--- src/hdl/sha_pkg.sv ---
// Package for the SHA-256 digest block: round constants, initial hash values and the controller state type.
package sha_pkg;

	typedef enum logic [2:0] {
		ST_IDLE,
		ST_ROUND,
		ST_ADD,
		ST_PAD,
		ST_LEN,
		ST_DONE
	} state_t;

	localparam logic [31:0] PAD_WORD = 32'h8000_0000;

	function automatic logic [31:0] init_h(input logic [2:0] i);
		logic [31:0] r;
		case (i)
			3'd0: r = 32'h6a09e667;
			3'd1: r = 32'hbb67ae85;
			3'd2: r = 32'h3c6ef372;
			3'd3: r = 32'ha54ff53a;
			3'd4: r = 32'h510e527f;
			3'd5: r = 32'h9b05688c;
			3'd6: r = 32'h1f83d9ab;
			default: r = 32'h5be0cd19;
		endcase
		return r;
	endfunction

	function automatic logic [31:0] round_k(input logic [5:0] t);
		logic [31:0] k [64];
		k = '{
			32'h428a2f98,32'h71374491,32'hb5c0fbcf,32'he9b5dba5,32'h3956c25b,32'h59f111f1,
			32'h923f82a4,32'hab1c5ed5,32'hd807aa98,32'h12835b01,32'h243185be,32'h550c7dc3,
			32'h72be5d74,32'h80deb1fe,32'h9bdc06a7,32'hc19bf174,32'he49b69c1,32'hefbe4786,
			32'h0fc19dc6,32'h240ca1cc,32'h2de92c6f,32'h4a7484aa,32'h5cb0a9dc,32'h76f988da,
			32'h983e5152,32'ha831c66d,32'hb00327c8,32'hbf597fc7,32'hc6e00bf3,32'hd5a79147,
			32'h06ca6351,32'h14292967,32'h27b70a85,32'h2e1b2138,32'h4d2c6dfc,32'h53380d13,
			32'h650a7354,32'h766a0abb,32'h81c2c92e,32'h92722c85,32'ha2bfe8a1,32'ha81a664b,
			32'hc24b8b70,32'hc76c51a3,32'hd192e819,32'hd6990624,32'hf40e3585,32'h106aa070,
			32'h19a4c116,32'h1e376c08,32'h2748774c,32'h34b0bcb5,32'h391c0cb3,32'h4ed8aa4a,
			32'h5b9cca4f,32'h682e6ff3,32'h748f82ee,32'h78a5636f,32'h84c87814,32'h8cc70208,
			32'h90befffa,32'ha4506ceb,32'hbef9a3f7,32'hc67178f2};
		return k[t];
	endfunction

endpackage

--- src/hdl/sha_round.sv ---
// One SHA-256 compression round with its message schedule step, shared across all 64 rounds.
module sha_round (
	input  logic [31:0] a, b, c, d, e, f, g, h,
	input  logic [31:0] w_in,
	input  logic [31:0] k_in,
	output logic [31:0] a_next,
	output logic [31:0] e_next,
	input  logic [31:0] w1, w9, w14, w15,
	output logic [31:0] w_new
);
	logic [31:0] big1, big0, ch, maj, x1, s0, s1;

	always_comb begin
		big1 = {e[5:0], e[31:6]} ^ {e[10:0], e[31:11]} ^ {e[24:0], e[31:25]};
		ch = (e & f) ^ (~e & g);
		x1 = h + big1 + ch + k_in + w_in;
		big0 = {a[1:0], a[31:2]} ^ {a[12:0], a[31:13]} ^ {a[21:0], a[31:22]};
		maj = (a & b) ^ (a & c) ^ (b & c);
		a_next = x1 + big0 + maj;
		e_next = d + x1;
		// schedule: w[t+16] = w[t] + s0(w[t+1]) + w[t+9] + s1(w[t+14])
		s0 = {w1[6:0], w1[31:7]} ^ {w1[17:0], w1[31:18]} ^ (w1 >> 3);
		s1 = {w14[16:0], w14[31:17]} ^ {w14[18:0], w14[31:19]} ^ (w14 >> 10);
		w_new = w15 + s0 + w9 + s1;
	end
endmodule

--- src/hdl/sha256_digest.sv ---
// SHA-256 message hasher top level: word intake, padding sequencer and round loop.
// Feed the message as big-endian 32-bit words; valid_bytes counts leading valid bytes and is
// honored only on the word marked final_word (short counts elsewhere count as 4, counts above 4
// saturate). A word that is not final and fills no block is taken with no stall. The word that
// completes a 64-byte block runs the compression: the rounds of the shared round unit, then a
// fold of the working variables into the chaining words, during which stall stays high. On the
// final word the block pads with 0x80, zeros and the 64-bit bit length, which costs one or two
// further compressions, then presents the 256-bit digest as four 64-bit parts held until taken,
// and restarts from the initial hash values. A final word that itself completes a block runs
// that block first and then a padding block of its own. Over a long message the input stalls
// while each block compresses, so throughput is set by the single round unit.
module sha256_digest (
	input  logic        clk,
	input  logic        arst_n,
	input  logic        in_valid,
	output logic        in_stall,
	input  logic [31:0] message_word,
	input  logic [2:0]  valid_bytes,
	input  logic        final_word,
	output logic        out_valid,
	input  logic        out_stall,
	output logic [63:0] digest_part0,
	output logic [63:0] digest_part1,
	output logic [63:0] digest_part2,
	output logic [63:0] digest_part3
);
	sha_pkg::state_t state_q, state_d;

	logic [31:0] chain_q [8];
	logic [31:0] var_q   [8];
	logic [31:0] win_q   [16];	// block buffer, shifted as the schedule window
	logic [5:0]  fill_q;
	logic [60:0] bytes_q;
	logic [5:0]  round_q;
	logic        last_q;	// final word seen, closing compression not yet folded
	logic        two_q;		// padding needs a second block
	logic        pad_q;		// final word closed a full block, padding block still to run
	logic [63:0] dig_q [4];

	logic        in_acc;
	logic [2:0]  cnt;
	logic [31:0] word_m;
	logic [31:0] pad_w;
	logic [5:0]  fill_n;
	logic [60:0] bytes_n;
	logic [31:0] a_next, e_next, w_new;

	assign in_acc = in_valid && !in_stall;

	always_comb begin
		cnt = 3'd4;
		if (final_word && valid_bytes < 3'd4)
			cnt = valid_bytes;
		case (cnt)
			3'd0: word_m = '0;
			3'd1: word_m = {message_word[31:24], 24'd0};
			3'd2: word_m = {message_word[31:16], 16'd0};
			3'd3: word_m = {message_word[31:8], 8'd0};
			default: word_m = message_word;
		endcase
		fill_n = fill_q + {3'd0, cnt};
		bytes_n = bytes_q + {58'd0, cnt};
		// marker byte right after the last message byte
		case (fill_q[1:0])
			2'd0: pad_w = sha_pkg::PAD_WORD;
			2'd1: pad_w = win_q[fill_q[5:2]] | 32'h0080_0000;
			2'd2: pad_w = win_q[fill_q[5:2]] | 32'h0000_8000;
			default: pad_w = win_q[fill_q[5:2]] | 32'h0000_0080;
		endcase
	end

	sha_round u_round (
		.a(var_q[0]), .b(var_q[1]), .c(var_q[2]), .d(var_q[3]),
		.e(var_q[4]), .f(var_q[5]), .g(var_q[6]), .h(var_q[7]),
		.w_in(win_q[0]), .k_in(sha_pkg::round_k(round_q)),
		.a_next(a_next), .e_next(e_next),
		.w1(win_q[1]), .w9(win_q[9]), .w14(win_q[14]), .w15(win_q[0]),
		.w_new(w_new)
	);

	// next state
	always_comb begin
		state_d = state_q;
		case (state_q)
			sha_pkg::ST_IDLE: begin
				if (in_acc) begin
					if (fill_q[5:2] == 4'd15 && cnt == 3'd4)
						state_d = sha_pkg::ST_ROUND;
					else if (final_word)
						state_d = sha_pkg::ST_PAD;
				end
			end
			sha_pkg::ST_ROUND: if (round_q == 6'd63) state_d = sha_pkg::ST_ADD;
			sha_pkg::ST_ADD: begin
				if (!last_q)
					state_d = sha_pkg::ST_IDLE;
				else if (pad_q)
					state_d = sha_pkg::ST_PAD;
				else if (two_q)
					state_d = sha_pkg::ST_LEN;
				else
					state_d = sha_pkg::ST_DONE;
			end
			sha_pkg::ST_PAD: state_d = sha_pkg::ST_ROUND;
			sha_pkg::ST_LEN: state_d = sha_pkg::ST_ROUND;
			sha_pkg::ST_DONE: if (!out_stall) state_d = sha_pkg::ST_IDLE;
			default: state_d = sha_pkg::ST_IDLE;
		endcase
	end

	// outputs
	always_comb begin
		in_stall = (state_q != sha_pkg::ST_IDLE);
		out_valid = (state_q == sha_pkg::ST_DONE);
	end

	assign digest_part0 = dig_q[0];
	assign digest_part1 = dig_q[1];
	assign digest_part2 = dig_q[2];
	assign digest_part3 = dig_q[3];

	always_ff @(posedge clk or negedge arst_n) begin
		if (!arst_n)
			state_q <= sha_pkg::ST_IDLE;
		else
			state_q <= state_d;
	end

	// control registers
	always_ff @(posedge clk or negedge arst_n) begin
		if (!arst_n) begin
			fill_q  <= '0;
			bytes_q <= '0;
			round_q <= '0;
			last_q  <= 1'b0;
			two_q   <= 1'b0;
			pad_q   <= 1'b0;
			for (int i = 0; i < 8; i++)
				chain_q[i] <= sha_pkg::init_h(3'(i));
		end else begin
			case (state_q)
				sha_pkg::ST_IDLE: if (in_acc) begin
					fill_q  <= (fill_n == 6'd0 && cnt == 3'd4 && fill_q == 6'd60) ? 6'd0 : fill_n;
					bytes_q <= bytes_n;
					last_q  <= final_word;
					pad_q   <= final_word && fill_q[5:2] == 4'd15 && cnt == 3'd4;
					round_q <= '0;
				end
				sha_pkg::ST_ROUND: round_q <= round_q + 6'd1;
				sha_pkg::ST_ADD: begin
					for (int i = 0; i < 8; i++)
						chain_q[i] <= chain_q[i] + var_q[i];
					if (last_q && !two_q && state_d == sha_pkg::ST_DONE) begin
						fill_q  <= '0;
						bytes_q <= '0;
						last_q  <= 1'b0;
					end
					if (!last_q) begin
						fill_q <= '0;
					end
					two_q <= 1'b0;
				end
				sha_pkg::ST_PAD: begin
					two_q   <= (fill_q[5:2] >= 4'd14);
					pad_q   <= 1'b0;
					round_q <= '0;
				end
				sha_pkg::ST_LEN: round_q <= '0;
				sha_pkg::ST_DONE: if (!out_stall)
					for (int i = 0; i < 8; i++)
						chain_q[i] <= sha_pkg::init_h(3'(i));
				default: ;
			endcase
		end
	end

	// datapath: buffer window, working variables, digest
	always_ff @(posedge clk) begin
		case (state_q)
			sha_pkg::ST_IDLE: if (in_acc) begin
				win_q[fill_q[5:2]] <= word_m;
				for (int i = 0; i < 8; i++)
					var_q[i] <= chain_q[i];
			end
			sha_pkg::ST_ROUND: begin
				var_q[0] <= a_next;
				var_q[1] <= var_q[0];
				var_q[2] <= var_q[1];
				var_q[3] <= var_q[2];
				var_q[4] <= e_next;
				var_q[5] <= var_q[4];
				var_q[6] <= var_q[5];
				var_q[7] <= var_q[6];
				for (int i = 0; i < 15; i++)
					win_q[i] <= win_q[i+1];
				win_q[15] <= w_new;
			end
			sha_pkg::ST_ADD: begin
				for (int i = 0; i < 8; i++)
					var_q[i] <= chain_q[i] + var_q[i];
				if (last_q && two_q) begin
					for (int i = 0; i < 14; i++)
						win_q[i] <= '0;
					win_q[14] <= {bytes_q[60:29]};
					win_q[15] <= {bytes_q[28:0], 3'd0};
				end
				for (int j = 0; j < 4; j++)
					dig_q[j] <= {chain_q[2*j] + var_q[2*j], chain_q[2*j+1] + var_q[2*j+1]};
			end
			sha_pkg::ST_PAD: begin
				// append the marker byte, clear the tail, place the length if it fits
				for (int i = 0; i < 16; i++) begin
					if (i >= 14 && fill_q[5:2] < 4'd14)
						win_q[i] <= (i == 14) ? bytes_q[60:29] : {bytes_q[28:0], 3'd0};
					else if (4'(i) > fill_q[5:2])
						win_q[i] <= '0;
					else if (4'(i) == fill_q[5:2])
						win_q[i] <= pad_w;
				end
			end
			sha_pkg::ST_LEN: ;
			default: ;
		endcase
	end

	// a digest is offered only after a final word started the padding
	a_done_from_add: assert property (@(posedge clk) disable iff (!arst_n)
		$rose(out_valid) |-> $past(state_q) == sha_pkg::ST_ADD)
		else $error("digest offered without a closing compression");
	a_round_count: assert property (@(posedge clk) disable iff (!arst_n)
		(state_q == sha_pkg::ST_ADD) |-> $past(round_q) == 6'd63)
		else $error("compression folded before 64 rounds");
	a_busy_stall: assert property (@(posedge clk) disable iff (!arst_n)
		(state_q == sha_pkg::ST_ROUND) |-> in_stall && !out_valid)
		else $error("input taken during rounds");
endmodule
--- config.mk ---
export PLATFORM = sky130hd
export DESIGN_NAME = sha256_digest
export DESIGN_NICKNAME = d
export VERILOG_FILES = /design/src/hdl/sha_pkg.sv /design/src/hdl/sha_round.sv /design/src/hdl/sha256_digest.sv
export SDC_FILE = /design/constraint.sdc
export NUM_CORES = 2
export LEC_CHECK = 0
export BUFFER_PORTS_ARGS = -buffer_cell sky130_fd_sc_hd__buf_2
export CELL_PAD_IN_SITES_DETAIL_PLACEMENT = 1
export CELL_PAD_IN_SITES_GLOBAL_PLACEMENT = 1
export CORE_UTILIZATION = 51
export DETAILED_ROUTE_END_ITERATION = 8
export HOLD_SLACK_MARGIN = 0.05
export PLACE_DENSITY_LB_ADDON = 0.1
export SETUP_SLACK_MARGIN = 0.02
export SLEW_MARGIN = 10
export SYNTH_ARGS = -nofsm -noshare
export SYNTH_HDL_FRONTEND = slang
export SYNTH_SLANG_ARGS = --single-unit
export TNS_END_PERCENT = 20
--- constraint.sdc ---
create_clock -name clk -period 12.4 [get_ports clk]
set_input_delay 2.48 -clock clk [delete_from_list [all_inputs] [get_ports clk]]
set_output_delay 2.48 -clock clk [all_outputs]
set_load 0.02 [all_outputs]
==> results.md <==
* Data arrival time of the critical path at 9.86 ns
* Area Overhead vs Synth at 9.807%
* Clock-pin slew on the worst setup and hold paths at 0.06 ns
* Worst Setup Start Kind: flip-flop
* Clk buf depth at 3
* Post-synth top flop: edfxtp_1
* Router iterations before antenna repair at 7
* Final Routed Wirelength at 400,700 µm
* Count of filler cells inserted in the layout at 18,859
* Hold slack at 0.5121 ns
* Tmin final at 9.329 ns
* Worst path max stage delay at 0.65 ns
* Yosys synthesis warning count at 0
* All-layer global routing usage at 44.27%
* Cell Area, Synth at 0.08997 mm²
* WS Path Type: reg -> reg
* Average vias per placed instance at 7.009
* Flop-to-flop setup slack at 3.07 ns
* Gate count after technology mapping at 8,752
* RSZ-0062 raised after global routing: false
* CTS sink cnt at 1,359
* Run status: finished clean
* Pin count of the biggest net entering global routing at 160
* Slowest stage cell on the critical path: ha_1
* Number of cells upsized or downsized after cts at 0
* Yosys reg bits at 1,359
* Total via count after detailed routing at 78,757
* Number of H-tree branching levels at 4
* Area enclosed by the die boundary at 0.1781 mm²
* Post-route clock period utilization at 75.23%
* EDFF count, synth at 1,024
* Count of pins on the block boundary at 298
* Ratio of cells with drive above 1 in the final layout at 12.29%
* Residual DRC count at 0
* Cell depth of the worst flop-to-flop path at 36
* Clock Skews at 0.04815 ns
* Kind of end point of the critical path: flip-flop
* CTS tree: yes
* Ys async rst share at 24.65%
* Die Height at 422.0 µm
* Core Footprint at 0.1746 mm²
* Number of violations of the max-capacitance limit at 0
* Average cell area after synthesis at 10.28 µm²
* Sequential area share after synthesis at 43.68%
* Number of global-route vias before repair at 79,722
* First-pass GRT wire length at 574,500 µm
* Reg-to-reg critical path startpoint: round_q[0]$_DFFE_PN0P_
* Total area of multi-input combinational cells at 0.04686 mm²
* Number of antenna violations at the first check in global routing at 21
* Slew at the pin closest to its max-slew limit at 1.308 ns
* Final estimated routing congestion in global placement at 1.021
* Reg-to-Reg End: var_q[0][27]$_DFFE_PP_
* Clock latency on the worst-skew pair at 0.85 ns
* WHS Path Cells at 1
* Cell at the root of the clock tree: clkbuf_16
* Maximum achievable frequency at 107.2 MHz
* Kind of path behind the tightest hold check: reg -> reg
* Final hold violation count at 0
* Remaining number of nets flagged by the antenna check after routing at 0
* GRT overflow at 0
* Setup TNS at 0 ns
* Final Setup Violations at 0
* Die span in x at 422.0 µm
* Total number of placement rows at 153
* Port bufs at 297
* Starting density of the core at 51.53%
* TritonCTS buffer count at 155
* Average detailed-routed wire length per instance at 35.67 µm
* Number of setup buffers added after CTS at 0
* Critical Path RT at 12.93 ns
* Final layout net count at 9,406
* Hold_sp: chain_q[195]$_DFFE_PN0P_
* Commonest non-fill, non-tap cells in the layout: edfxtp_1, a21oi_1, nand2_1, inv_1, o21ai_0
* Max-slew violation count at 0
* Number of distinct library cells after synthesis at 95
* Most common cell after layout, fill and taps aside: edfxtp_1
* Count of hold buffers inserted by post-cts repair at 0
* Endpoint of the worst hold path: chain_q[195]$_DFFE_PN0P_
* DR iter-0 viols at 9,847
* Tightest slew margin relative to the limit at 12.69%
* First element of the critical path: round_q[0]$_DFFE_PN0P_
* DP Wirelength at 286,000 µm
* Net count after synthesis at 9,391
* Area used by sequential logic in the layout at 0.03932 mm²
* Max FO, Critical Path at 21
==> synth_stat cells (33+ instances only) <==
| library cell | instances | area (µm²) |
|---|---|---|
| a21o_1 | 283 | 2125 |
| o21bai_1 | 47 | 352.8 |
| o22ai_1 | 203 | 1270 |
| xnor2_1 | 412 | 3608 |
| xor2_1 | 227 | 1988 |
| clkbuf_1 | 506 | 1899 |
| o21ai_0 | 479 | 2397 |
| buf_1 | 51 | 191.4 |
| a31oi_1 | 85 | 531.8 |
| mux2i_1 | 39 | 390.4 |
| edfxtp_1 | 1024 | 30750 |
| a22o_1 | 36 | 315.3 |
| o221ai_1 | 131 | 1147 |
| o211ai_1 | 56 | 420.4 |
| ha_1 | 402 | 5030 |
| inv_1 | 513 | 1926 |
| a221o_1 | 71 | 710.7 |
| o21a_1 | 66 | 495.5 |
| nor2b_1 | 53 | 331.6 |
| nand3_1 | 139 | 695.7 |
| o21ai_1 | 33 | 165.2 |
| nor3_1 | 73 | 365.4 |
| nand4_1 | 38 | 237.7 |
| or3_1 | 175 | 1095 |
| a21oi_1 | 812 | 4064 |
| mux4_2 | 167 | 3761 |
| nor2_1 | 456 | 1712 |
| a211oi_1 | 90 | 675.7 |
| o31ai_1 | 34 | 255.2 |
| fa_1 | 197 | 3944 |
| a22oi_1 | 140 | 1051 |
| dfrtp_1 | 199 | 4980 |
| o22a_1 | 97 | 849.6 |
| nand2b_1 | 60 | 375.4 |
| nand2_1 | 809 | 3037 |
| dfstp_2 | 136 | 3573 |
| and3_1 | 59 | 369.1 |
| and2_1 | 76 | 475.5 |
==> worst max path at each step <==
stage,endpoint,slack [ns],depth (start not counted)
2_1_floorplan,dig_q[0][0]$_DFFE_PP_,2.94,7
3_3_place_gp,var_q[0][27]$_DFFE_PP_,3.31,36
3_5_place_dp,var_q[0][27]$_DFFE_PP_,3.24,36
4_1_cts,var_q[0][27]$_DFFE_PP_,3.19,36
5_1_grt,var_q[0][27]$_DFFE_PP_,2.56,36
6_report,var_q[0][27]$_DFFE_PP_,3.07,36
==> state kept, by name (all words and copies together), names as in the netlist, 3 cells and up <==
| register | cells |
|---|---|
| dig_q | 256 |
| chain_q | 256 |
| win_q | 512 |
| round_q | 6 |
| var_q | 256 |
| fill_q | 6 |
| bytes_q | 61 |
| state_q | 3 |
==> cell type report <==
class / count / share of cell area (%)
Tap cell: 2325 / 2.945
Timing Repair Buffer: 433 / 2.641
Antenna cell: 13 / 0.03293
Sequential cell: 1359 / 39.80
Inverter: 518 / 1.976
Clock buffer: 208 / 4.315
Clock inverter: 80 / 0.8562
Multi-Input combinational cell: 6300 / 47.43
==> critical path: cells and delay by family, from the launching register on <==
family	cells	cell delay [ns]
DFF	1	0.36
xor gates and xnor gates	1	0.33
adders and majority gates	7	3.12
AOI/OAI and AO/OA	18	3.93
buffers and inverters	5	0.80
and+or+nand+nor	5	0.48
==> logic make-up after synthesis <==
kind of cell / synth area share, %
xor+xnor: 6.246
simple gates: 10.30
flops: 43.68
compound gates: 20.37
fa+ha+maj: 10.01
mux: 4.802
buf+inv: 4.588
==> layer usage <==
metal	up-vias	share of wire [%]	global-route usage, %	wire [µm]
met1	39873	36	54.83	145600
met2	4948	45	67.91	179800
met5	-	0.031	0	124
met3	1448	10	10.65	40840
met4	18	8.6	31.72	34290
li1	32470	-	-	-
==> through the flow <==
step / instance area, µm² / std cells / util, % / worst slack (ns)
6_report: 98790 / 11236 / 56.59 / 3.071
5_1_grt: 98770 / 11229 / 56.58 / 2.564
4_1_cts: 98740 / 11222 / 56.56 / 3.192
3_5_place_dp: 93640 / 10934 / 53.63 / 3.244
3_3_place_gp: 93640 / 10934 / 53.63 / 3.315
2_1_floorplan: 89970 / 8752 / - / 2.944
Power is not shown: default switching activity piles up to over one toggle a cycle in this logic, so the estimate is an artifact.
